File: src/rtl/sha256_pkg.sv
`timescale 1ns / 1ps
// ----------------------------------------------------------------------------
// SHA-256 compression package
// Item types, round constants and the SHA-256 mixing functions.
// ----------------------------------------------------------------------------
package sha256_pkg;

	localparam int unsigned WordW = 32;
	localparam int unsigned MsgWords = 16;
	localparam int unsigned Rounds = 64;
	localparam int unsigned ChainWords = 8;
	localparam int unsigned QueueDepthDef = 4;

	localparam logic MODE_CHAIN = 1'b0;
	localparam logic MODE_MSG = 1'b1;

	typedef struct packed {
		logic        mode;
		logic [31:0] data_word;
		logic [2:0]  chain_index;
	} in_item_t;

	typedef struct packed {
		logic [31:0] digest_word;
		logic [2:0]  digest_index;
		logic        last_word;
	} out_item_t;

	// Queue entry between front and back: a chaining load, or a full block
	// start (the 16th message word, flagged).
	typedef struct packed {
		logic        is_block;
		logic [31:0] data_word;
		logic [2:0]  chain_index;
	} cmd_t;

	typedef logic [31:0] word_t;

	function automatic word_t rotr(input word_t x, input int unsigned n);
		rotr = (x >> n) | (x << (32 - n));
	endfunction

	function automatic word_t big_sigma0(input word_t x);
		big_sigma0 = rotr(x, 2) ^ rotr(x, 13) ^ rotr(x, 22);
	endfunction

	function automatic word_t big_sigma1(input word_t x);
		big_sigma1 = rotr(x, 6) ^ rotr(x, 11) ^ rotr(x, 25);
	endfunction

	function automatic word_t small_sigma0(input word_t x);
		small_sigma0 = rotr(x, 7) ^ rotr(x, 18) ^ (x >> 3);
	endfunction

	function automatic word_t small_sigma1(input word_t x);
		small_sigma1 = rotr(x, 17) ^ rotr(x, 19) ^ (x >> 10);
	endfunction

	function automatic word_t round_const(input logic [5:0] t);
		word_t k;
		case (t)
			6'd0: k = 32'h428a2f98;  6'd1: k = 32'h71374491;
			6'd2: k = 32'hb5c0fbcf;  6'd3: k = 32'he9b5dba5;
			6'd4: k = 32'h3956c25b;  6'd5: k = 32'h59f111f1;
			6'd6: k = 32'h923f82a4;  6'd7: k = 32'hab1c5ed5;
			6'd8: k = 32'hd807aa98;  6'd9: k = 32'h12835b01;
			6'd10: k = 32'h243185be; 6'd11: k = 32'h550c7dc3;
			6'd12: k = 32'h72be5d74; 6'd13: k = 32'h80deb1fe;
			6'd14: k = 32'h9bdc06a7; 6'd15: k = 32'hc19bf174;
			6'd16: k = 32'he49b69c1; 6'd17: k = 32'hefbe4786;
			6'd18: k = 32'h0fc19dc6; 6'd19: k = 32'h240ca1cc;
			6'd20: k = 32'h2de92c6f; 6'd21: k = 32'h4a7484aa;
			6'd22: k = 32'h5cb0a9dc; 6'd23: k = 32'h76f988da;
			6'd24: k = 32'h983e5152; 6'd25: k = 32'ha831c66d;
			6'd26: k = 32'hb00327c8; 6'd27: k = 32'hbf597fc7;
			6'd28: k = 32'hc6e00bf3; 6'd29: k = 32'hd5a79147;
			6'd30: k = 32'h06ca6351; 6'd31: k = 32'h14292967;
			6'd32: k = 32'h27b70a85; 6'd33: k = 32'h2e1b2138;
			6'd34: k = 32'h4d2c6dfc; 6'd35: k = 32'h53380d13;
			6'd36: k = 32'h650a7354; 6'd37: k = 32'h766a0abb;
			6'd38: k = 32'h81c2c92e; 6'd39: k = 32'h92722c85;
			6'd40: k = 32'ha2bfe8a1; 6'd41: k = 32'ha81a664b;
			6'd42: k = 32'hc24b8b70; 6'd43: k = 32'hc76c51a3;
			6'd44: k = 32'hd192e819; 6'd45: k = 32'hd6990624;
			6'd46: k = 32'hf40e3585; 6'd47: k = 32'h106aa070;
			6'd48: k = 32'h19a4c116; 6'd49: k = 32'h1e376c08;
			6'd50: k = 32'h2748774c; 6'd51: k = 32'h34b0bcb5;
			6'd52: k = 32'h391c0cb3; 6'd53: k = 32'h4ed8aa4a;
			6'd54: k = 32'h5b9cca4f; 6'd55: k = 32'h682e6ff3;
			6'd56: k = 32'h748f82ee; 6'd57: k = 32'h78a5636f;
			6'd58: k = 32'h84c87814; 6'd59: k = 32'h8cc70208;
			6'd60: k = 32'h90befffa; 6'd61: k = 32'ha4506ceb;
			6'd62: k = 32'hbef9a3f7; 6'd63: k = 32'hc67178f2;
			default: k = 32'h0;
		endcase
		round_const = k;
	endfunction

endpackage

File: src/rtl/sha256_front.sv
`timescale 1ns / 1ps
// ----------------------------------------------------------------------------
// SHA-256 front end
// Accepts items, counts message words and forwards chaining loads and block
// starts to the command queue. Message words go straight to the back's window.
// ----------------------------------------------------------------------------
module sha256_front import sha256_pkg::*; (
	input  logic     clk,
	input  logic     arst_n,
	input  in_item_t in_item,
	input  logic     push,
	output logic     full,
	// window write port toward the back end
	output logic       win_we,
	output logic [3:0] win_addr,
	output word_t      win_data,
	// command queue write side
	output logic       cmd_push,
	output cmd_t       cmd,
	input  logic       cmd_full,
	// back is busy with the window (from block start until the results are taken)
	input  logic       win_busy
);

	logic [3:0] word_count_q;
	logic       acc;

	// A message word may only land when the window is free; block start also
	// needs queue room, so hold all items while either is blocked.
	assign full = cmd_full | win_busy;
	assign acc = push & ~full;

	assign win_we = acc & (in_item.mode == MODE_MSG);
	assign win_addr = word_count_q;
	assign win_data = in_item.data_word;

	assign cmd_push = acc & ((in_item.mode == MODE_CHAIN) || (word_count_q == 4'd15));
	assign cmd.is_block = (in_item.mode == MODE_MSG);
	assign cmd.data_word = in_item.data_word;
	assign cmd.chain_index = in_item.chain_index;

	// message word counter
	always_ff @(posedge clk or negedge arst_n) begin
		if (!arst_n) begin
			word_count_q <= '0;
		end else if (win_we) begin
			word_count_q <= word_count_q + 4'd1;
		end
	end

	assert property (@(posedge clk) disable iff (!arst_n)
		win_we && cmd_push |-> word_count_q == 4'd15)
		else $error("block start off the 16th word");
	assert property (@(posedge clk) disable iff (!arst_n)
		cmd_push |-> !cmd_full)
		else $error("command push into full queue");
	assert property (@(posedge clk) disable iff (!arst_n)
		win_we |-> !win_busy)
		else $error("window written during rounds");

endmodule

File: src/rtl/sha256_cmd_queue.sv
`timescale 1ns / 1ps
// ----------------------------------------------------------------------------
// SHA-256 command queue
// Small register FIFO that decouples front and back.
// ----------------------------------------------------------------------------
module sha256_cmd_queue import sha256_pkg::*; #(
	parameter int unsigned Depth = QueueDepthDef
) (
	input  logic clk,
	input  logic arst_n,
	input  logic wr,
	input  cmd_t wr_data,
	output logic is_full,
	input  logic rd,
	output cmd_t rd_data,
	output logic is_empty
);

	localparam int unsigned AW = (Depth > 1) ? $clog2(Depth) : 1;

	cmd_t            mem_q [Depth];
	logic [AW-1:0]   wp_q, rp_q;
	logic [AW:0]     cnt_q;

	assign is_full = (cnt_q == (AW+1)'(Depth));
	assign is_empty = (cnt_q == '0);
	assign rd_data = mem_q[rp_q];

	// payload storage
	always_ff @(posedge clk) begin
		if (wr && !is_full) mem_q[wp_q] <= wr_data;
	end

	// pointers and fill count
	always_ff @(posedge clk or negedge arst_n) begin
		if (!arst_n) begin
			wp_q <= '0;
			rp_q <= '0;
			cnt_q <= '0;
		end else begin
			if (wr && !is_full) begin
				wp_q <= (wp_q == AW'(Depth - 1)) ? '0 : wp_q + 1'b1;
			end
			if (rd && !is_empty) begin
				rp_q <= (rp_q == AW'(Depth - 1)) ? '0 : rp_q + 1'b1;
			end
			cnt_q <= cnt_q + (AW+1)'(wr && !is_full) - (AW+1)'(rd && !is_empty);
		end
	end

	assert property (@(posedge clk) disable iff (!arst_n)
		cnt_q <= (AW+1)'(Depth))
		else $error("queue count overflow");
	assert property (@(posedge clk) disable iff (!arst_n)
		wr && !is_full && !(rd && !is_empty) |=> cnt_q == $past(cnt_q) + 1'b1)
		else $error("queue count not incremented");
	assert property (@(posedge clk) disable iff (!arst_n)
		rd && !is_empty && !wr |=> cnt_q == $past(cnt_q) - 1'b1)
		else $error("queue count not decremented");

endmodule

File: src/rtl/sha256_back.sv
`timescale 1ns / 1ps
// ----------------------------------------------------------------------------
// SHA-256 back end
// Owns the chaining words, the 16-word schedule window and the round logic.
// Runs 64 rounds one per cycle, a feed-forward add, then streams 8 words.
// ----------------------------------------------------------------------------
module sha256_back import sha256_pkg::*; (
	input  logic       clk,
	input  logic       arst_n,
	input  logic       win_we,
	input  logic [3:0] win_addr,
	input  word_t      win_data,
	output logic       win_busy,
	input  cmd_t       cmd,
	input  logic       cmd_empty,
	output logic       cmd_pop,
	output out_item_t  out_item,
	output logic       empty,
	input  logic       pop
);

	typedef enum logic [3:0] {
		ST_IDLE  = 4'b0001,
		ST_ROUND = 4'b0010,
		ST_ADD   = 4'b0100,
		ST_EMIT  = 4'b1000
	} state_t;

	state_t     state_q;
	word_t      chain_q [ChainWords];
	word_t      win_q [MsgWords];
	word_t      v_q [ChainWords];
	logic [5:0] round_q;
	logic [2:0] emit_q;

	word_t      w_t, t1, t2;
	logic [3:0] slot;

	// window busy from block start until the add finishes
	assign win_busy = (state_q == ST_ROUND) || (state_q == ST_ADD) ||
		(state_q == ST_IDLE && !cmd_empty && cmd.is_block);
	assign cmd_pop = (state_q == ST_IDLE) && !cmd_empty;

	// schedule word and round arithmetic
	always_comb begin
		slot = round_q[3:0];
		if (round_q >= 6'd16) begin
			w_t = small_sigma1(win_q[slot - 4'd2]) + win_q[slot - 4'd7]
				+ small_sigma0(win_q[slot - 4'd15]) + win_q[slot];
		end else begin
			w_t = win_q[slot];
		end
		t1 = v_q[7] + big_sigma1(v_q[4]) + ((v_q[4] & v_q[5]) ^ (~v_q[4] & v_q[6]))
			+ round_const(round_q) + w_t;
		t2 = big_sigma0(v_q[0]) + ((v_q[0] & v_q[1]) ^ (v_q[0] & v_q[2])
			^ (v_q[1] & v_q[2]));
	end

	assign empty = (state_q != ST_EMIT);
	assign out_item.digest_word = chain_q[emit_q];
	assign out_item.digest_index = emit_q;
	assign out_item.last_word = (emit_q == 3'd7);

	// schedule window: front writes while idle, rounds rewrite in place
	always_ff @(posedge clk) begin
		if (win_we) begin
			win_q[win_addr] <= win_data;
		end else if (state_q == ST_ROUND) begin
			win_q[slot] <= w_t;
		end
	end

	// sequencer, chaining words and working variables
	always_ff @(posedge clk or negedge arst_n) begin
		if (!arst_n) begin
			state_q <= ST_IDLE;
			round_q <= '0;
			emit_q <= '0;
			for (int i = 0; i < ChainWords; i++) begin
				chain_q[i] <= '0;
				v_q[i] <= '0;
			end
		end else begin
			case (state_q)
				ST_IDLE: begin
					if (!cmd_empty) begin
						if (cmd.is_block) begin
							for (int i = 0; i < ChainWords; i++) v_q[i] <= chain_q[i];
							round_q <= '0;
							state_q <= ST_ROUND;
						end else begin
							chain_q[cmd.chain_index] <= cmd.data_word;
						end
					end
				end
				ST_ROUND: begin
					v_q[7] <= v_q[6];
					v_q[6] <= v_q[5];
					v_q[5] <= v_q[4];
					v_q[4] <= v_q[3] + t1;
					v_q[3] <= v_q[2];
					v_q[2] <= v_q[1];
					v_q[1] <= v_q[0];
					v_q[0] <= t1 + t2;
					round_q <= round_q + 6'd1;
					if (round_q == 6'd63) state_q <= ST_ADD;
				end
				ST_ADD: begin
					for (int i = 0; i < ChainWords; i++) chain_q[i] <= chain_q[i] + v_q[i];
					emit_q <= '0;
					state_q <= ST_EMIT;
				end
				ST_EMIT: begin
					if (pop) begin
						emit_q <= emit_q + 3'd1;
						if (emit_q == 3'd7) state_q <= ST_IDLE;
					end
				end
				default: state_q <= ST_IDLE;
			endcase
		end
	end

	assert property (@(posedge clk) disable iff (!arst_n)
		state_q == ST_ROUND && round_q == 6'd63 |=> state_q == ST_ADD)
		else $error("round count did not end the block");
	assert property (@(posedge clk) disable iff (!arst_n)
		win_we |-> state_q == ST_IDLE || state_q == ST_EMIT)
		else $error("window write during rounds");
	assert property (@(posedge clk) disable iff (!arst_n)
		state_q == ST_EMIT && pop && emit_q == 3'd7 |=> state_q == ST_IDLE)
		else $error("emit did not end after eight words");

endmodule

File: src/rtl/sha256_block_compression.sv
`timescale 1ns / 1ps
// ----------------------------------------------------------------------------
// SHA-256 block compression
// Queue-style input and output around a one-round-per-cycle SHA-256 core.
// ----------------------------------------------------------------------------
// Input channel: push/full carrying in_item (mode, data_word, chain_index).
//   mode 0 loads chaining word chain_index; mode 1 stores the next message word.
// Output channel: empty/pop carrying out_item (digest_word, digest_index,
//   last_word); eight items per block, index 0 first, last_word on index 7.
// Items are taken one per cycle while full is low; chaining loads and block
// starts go into a short command queue, message words are written straight
// into the 16-word schedule window. The 16th message word starts the block:
// 64 rounds at one per cycle on the round unit, a feed-forward add, then the
// eight result words. full stays high while rounds run and while results
// wait, so input stalls when the receiver does not pop. Reset clears chaining
// words, counters and the queue; the schedule window is written before it is
// read.
// ----------------------------------------------------------------------------
module sha256_block_compression import sha256_pkg::*; #(
	parameter int unsigned QueueDepth = QueueDepthDef
) (
	input  logic      clk,
	input  logic      arst_n,
	input  in_item_t  in_item,
	input  logic      push,
	output logic      full,
	output out_item_t out_item,
	output logic      empty,
	input  logic      pop
);

	logic       win_we, win_busy, front_full;
	logic [3:0] win_addr;
	word_t      win_data;
	logic       cmd_push, cmd_full, cmd_pop, cmd_empty;
	cmd_t       cmd_in, cmd_out;

	// hold input while the results of a block are being emitted
	logic blk_pend;
	assign blk_pend = !empty;

	sha256_front u_front (
		.clk(clk), .arst_n(arst_n), .in_item(in_item), .push(push), .full(front_full),
		.win_we(win_we), .win_addr(win_addr), .win_data(win_data),
		.cmd_push(cmd_push), .cmd(cmd_in), .cmd_full(cmd_full),
		.win_busy(win_busy | blk_pend)
	);

	assign full = front_full;

	sha256_cmd_queue #(.Depth(QueueDepth)) u_queue (
		.clk(clk), .arst_n(arst_n), .wr(cmd_push), .wr_data(cmd_in),
		.is_full(cmd_full), .rd(cmd_pop), .rd_data(cmd_out), .is_empty(cmd_empty)
	);

	sha256_back u_back (
		.clk(clk), .arst_n(arst_n), .win_we(win_we), .win_addr(win_addr),
		.win_data(win_data), .win_busy(win_busy), .cmd(cmd_out), .cmd_empty(cmd_empty),
		.cmd_pop(cmd_pop), .out_item(out_item), .empty(empty), .pop(pop)
	);

endmodule
File: config.mk
export PLATFORM = sky130hd
export DESIGN_NAME = sha256_block_compression
export DESIGN_NICKNAME = d
export VERILOG_FILES = /design/src/rtl/sha256_pkg.sv /design/src/rtl/sha256_front.sv /design/src/rtl/sha256_cmd_queue.sv /design/src/rtl/sha256_back.sv /design/src/rtl/sha256_block_compression.sv
export SDC_FILE = /design/constraint.sdc
export NUM_CORES = 2
export LEC_CHECK = 0
export BUFFER_PORTS_ARGS = -buffer_cell sky130_fd_sc_hd__buf_2
export CORE_MARGIN = 10
export CORE_UTILIZATION = 45
export DETAILED_ROUTE_END_ITERATION = 10
export SYNTH_ARGS = -nofsm -noshare
export SYNTH_HDL_FRONTEND = slang
export SYNTH_SLANG_ARGS = --single-unit
File: constraint.sdc
create_clock -name clk -period 28.7 [get_ports clk]
set_clock_uncertainty 0.2 [all_clocks]
set_input_delay 1.435 -clock clk [delete_from_list [all_inputs] [get_ports clk]]
set_output_delay 1.435 -clock clk [all_outputs]
set_load 0.03 [all_outputs]
==> impl_metrics.env <==
export IMPL_status="finished, final reports clean"
export IMPL_cts_buffers=142
export IMPL_critPathMaxFanout=55
export IMPL_area_delta_synth_final_pct=9.34
export IMPL_post_cts_setup_buffer_count=0
export IMPL_synth_xor_area_share_pct=6.06
export IMPL_clkLatencyLatePin_ps=840
export IMPL_grt_pass1_vias=65300
export IMPL_min_path_type="register to register"
export IMPL_vias=66500
export IMPL_ys_top_cells_by_area="edfxtp_1 23%, dfrtp_1 16%, mux4_2 11%"
export IMPL_syn_inst=7892
export IMPL_ctsResizeCount=0
export IMPL_cts_hold_fix_buffers=0
export IMPL_ff2ff_path_depth=45
export IMPL_finalCritPeriodShare_pct=53.3
export IMPL_core_um2=186000
export IMPL_num_nets_final=8393
export IMPL_clock_path_buffers=3
export IMPL_slew_violations=0
export IMPL_drt_iter0_markers=6856
export IMPL_avgSynthCellArea_um2=10.7
export IMPL_synth_mux_area_share_pct=15.0
export IMPL_cts_clk_slew_worst_paths_ps=60
export IMPL_synth_fp_nets=8529
export IMPL_grt_max_degree=149
export IMPL_critPathMostFrequentCell="a21oi_1"
export IMPL_place_congestion=1.01
export IMPL_rows=158
export IMPL_path_class="register to register"
export IMPL_cts_tree="done"
export IMPL_antenna_found_initial=17
export IMPL_synth_top_area_share_pct=23.3
export IMPL_seq_area_frac_synth_pct=39.2
export IMPL_relSlewSlack_pct=6.60
export IMPL_port_buffers=77
export IMPL_synth_compound_area_share_pct=16.4
export IMPL_yosys_warnings=0
export IMPL_cts_root_buf="clkbuf_16"
export IMPL_fillers=16600
export IMPL_final_setup_tns_ps=0
export IMPL_cts_sinks=1192
export IMPL_synth_seq_cells=1192
export IMPL_worstPathRequired_ps=29230
export IMPL_fmax_mhz=65.4
export IMPL_pin_count=78
export IMPL_critPathArrivalTime_ps=15830
export IMPL_wl_per_cell_um=29.8
export IMPL_syn_area_um2=84400
export IMPL_grt_ovfl_total=0
export IMPL_hold_violations=0
export IMPL_cap_violations=0
export IMPL_die_area_um2=205000
export IMPL_min_path_cells=1
export IMPL_drt_wl_total_um=309000
export IMPL_yosys_area_share_adder_pct=10.8
export IMPL_die_w_um=453
export IMPL_crit_path_end_kind="register"
export IMPL_min_period_ps=15290
export IMPL_track_usage_pct=29.5
export IMPL_drive_gt1_share_pct=12.5
export IMPL_setup_violations=0
export IMPL_viasPerCell=6.42
export IMPL_initial_core_util_pct=45.4
export IMPL_route_detailed_drc=0
export IMPL_rsz0062_at_grt="false"
export IMPL_synth_top_family_by_area="compound AO/OA/AOI/OAI gates"
export IMPL_yosys_most_used_dff="edfxtp_1"
export IMPL_synth_enable_flop_cells=656
export IMPL_hpwl_um=223000
export IMPL_worst_pin_slew_ps=1390
export IMPL_cts_max_level=4
export IMPL_drtAntennaViolNets=0
export IMPL_crit_path_top_delay_cell="o41ai_1"
export IMPL_synth_cell_types=92
export IMPL_yosysTopAreaCell="edfxtp_1"
export IMPL_grt_pass1_wl_um=451000
export IMPL_crit_path_max_incr_delay_ps=880
export IMPL_fp_dieH_um=453
export IMPL_worstSetupStartpointType="register"
export IMPL_synthArstFlopShare_pct=45.0
export IMPL_first_pass_iters=8
export IMPL_yosys_area_share_simple_pct=8.52
-- path summary, 6_finish.rpt --
path	startpoint	to	slack, ps
min reg2reg	u_front.win_addr[0]	u_front.win_addr[0]	330
max in group asynchronous	arst_n	u_back.chain_q[28]	24550
max	u_back.round_q[0]	u_back.v_q[127]	13410
min	u_front.win_addr[0]	u_front.win_addr[0]	330
min in group asynchronous	arst_n	u_back.chain_q[164]	440
max reg2reg	u_back.round_q[0]	u_back.v_q[127]	13410
-- sequential cells by signal (all words and copies together), names as in the netlist --
name	flops
u_queue.rp_q	2
u_queue.mem_q	144
u_back.state_q	4
u_back.chain_q	256
u_back.round_q	6
u_queue.cnt_q	3
u_back.v_q	256
u_back.win_q	512
u_back.emit_q	3
u_queue.wp_q	2
u_front.win_addr	4
-- critical path, delay by kind of cell, from the launching register on --
family | cells | cell delay (ps)
mux | 3 | 1690
compound gates | 20 | 4410
flops | 1 | 830
fa+ha+maj | 7 | 3090
simple gates | 3 | 570
buf+inv | 7 | 3140
xor+xnor | 5 | 1150
-- area by class of cell --
cell class | instances | area [um^2] | area share (%)
clock buffers | 194 | 3980 | 4.31
flip-flops and latches | 1192 | 33100 | 35.9
diodes | 9 | 22.5 | 0.0244
multi-input cells | 5823 | 48300 | 52.3
repair buffers | 220 | 1560 | 1.69
inverters | 377 | 1420 | 1.54
well taps | 2480 | 3100 | 3.36
clock inverters | 65 | 811 | 0.879
-- layer usage --
layer | vias up | track usage (%) | wire length [um]
met5 | - | 0 | 40
met4 | 6 | 17.6 | 21600
met3 | 774 | 4.94 | 22700
met2 | 3131 | 47.5 | 144000
li1 | 29000 | - | -
met1 | 33600 | 37.4 | 121000
-- cells in the final DEF (no fill, tap or decap), types with 46 or more instances in the layout --
master / netlist / final
clkbuf_16: 0 / 147
nor3_1: 64 / 61
buf_2: 29 / 76
a22oi_1: 102 / 102
mux2i_1: 207 / 207
dfrtp_1: 535 / 526
o22ai_1: 234 / 234
mux4_2: 420 / 420
a21oi_1: 562 / 561
o21a_1: 55 / 55
o21ai_0: 426 / 425
nor2_1: 689 / 669
buf_4: 4 / 135
fa_1: 196 / 196
inv_1: 372 / 370
nand2_1: 567 / 564
o21ai_1: 168 / 160
edfxtp_1: 656 / 656
nand3_1: 90 / 90
xnor2_1: 382 / 381
nand2b_1: 61 / 61
o21bai_1: 46 / 46
mux2_2: 46 / 46
xor2_1: 191 / 191
a31oi_1: 51 / 51
a21o_1: 245 / 245
ha_1: 401 / 397
-- cells in the mapped netlist (32+ instances only) --
| library cell | instances |
|---|---|
| nor2_1 | 689 |
| edfxtp_1 | 656 |
| nand2_1 | 567 |
| a21oi_1 | 562 |
| dfrtp_1 | 535 |
| o21ai_0 | 426 |
| mux4_2 | 420 |
| ha_1 | 401 |
| xnor2_1 | 382 |
| clkbuf_1 | 379 |
| inv_1 | 372 |
| a21o_1 | 245 |
| o22ai_1 | 234 |
| mux2i_1 | 207 |
| fa_1 | 196 |
| xor2_1 | 191 |
| o21ai_1 | 168 |
| a22oi_1 | 102 |
| nand3_1 | 90 |
| buf_1 | 85 |
| nor3_1 | 64 |
| nand2b_1 | 61 |
| o21a_1 | 55 |
| a31oi_1 | 51 |
| mux2_2 | 46 |
| o21bai_1 | 46 |
| mux2_1 | 45 |
| nor2b_1 | 45 |
| a22o_1 | 42 |
| a211oi_1 | 41 |
| and2_1 | 39 |
| o211ai_1 | 39 |
| o31ai_1 | 32 |
-- stage by stage --
step	util (%)	cells	hold slack, ps	setup WS, ps	instance area [um^2]
finish	49.6	10400	335	13410	92300
global route	49.6	10400	349	12460	92300
CTS	49.6	10400	333	13500	92200
detailed placement	47.0	10100	324	13540	87500
global placement	47.0	10100	317	13650	87500
floorplan	-	7892	291	15560	84400
-- kinds of logic (layout without fill, tap and decap cells) --
group                    count (synthesis)  in the layout
adder cells (fa/ha/maj)                615            615
multiplexers                           721            721
AO/OA/AOI/OAI                         2235           2235
flip-flops                            1192           1192
other                                    0              9
AND/OR/NAND/NOR                       1674           1674
buffers and inverters                  877            856
XOR/XNOR                               578            578
Power is left out: the tool's default activity adds up to more than one toggle a clock period on the data nets, which glitch-free logic cannot reach.
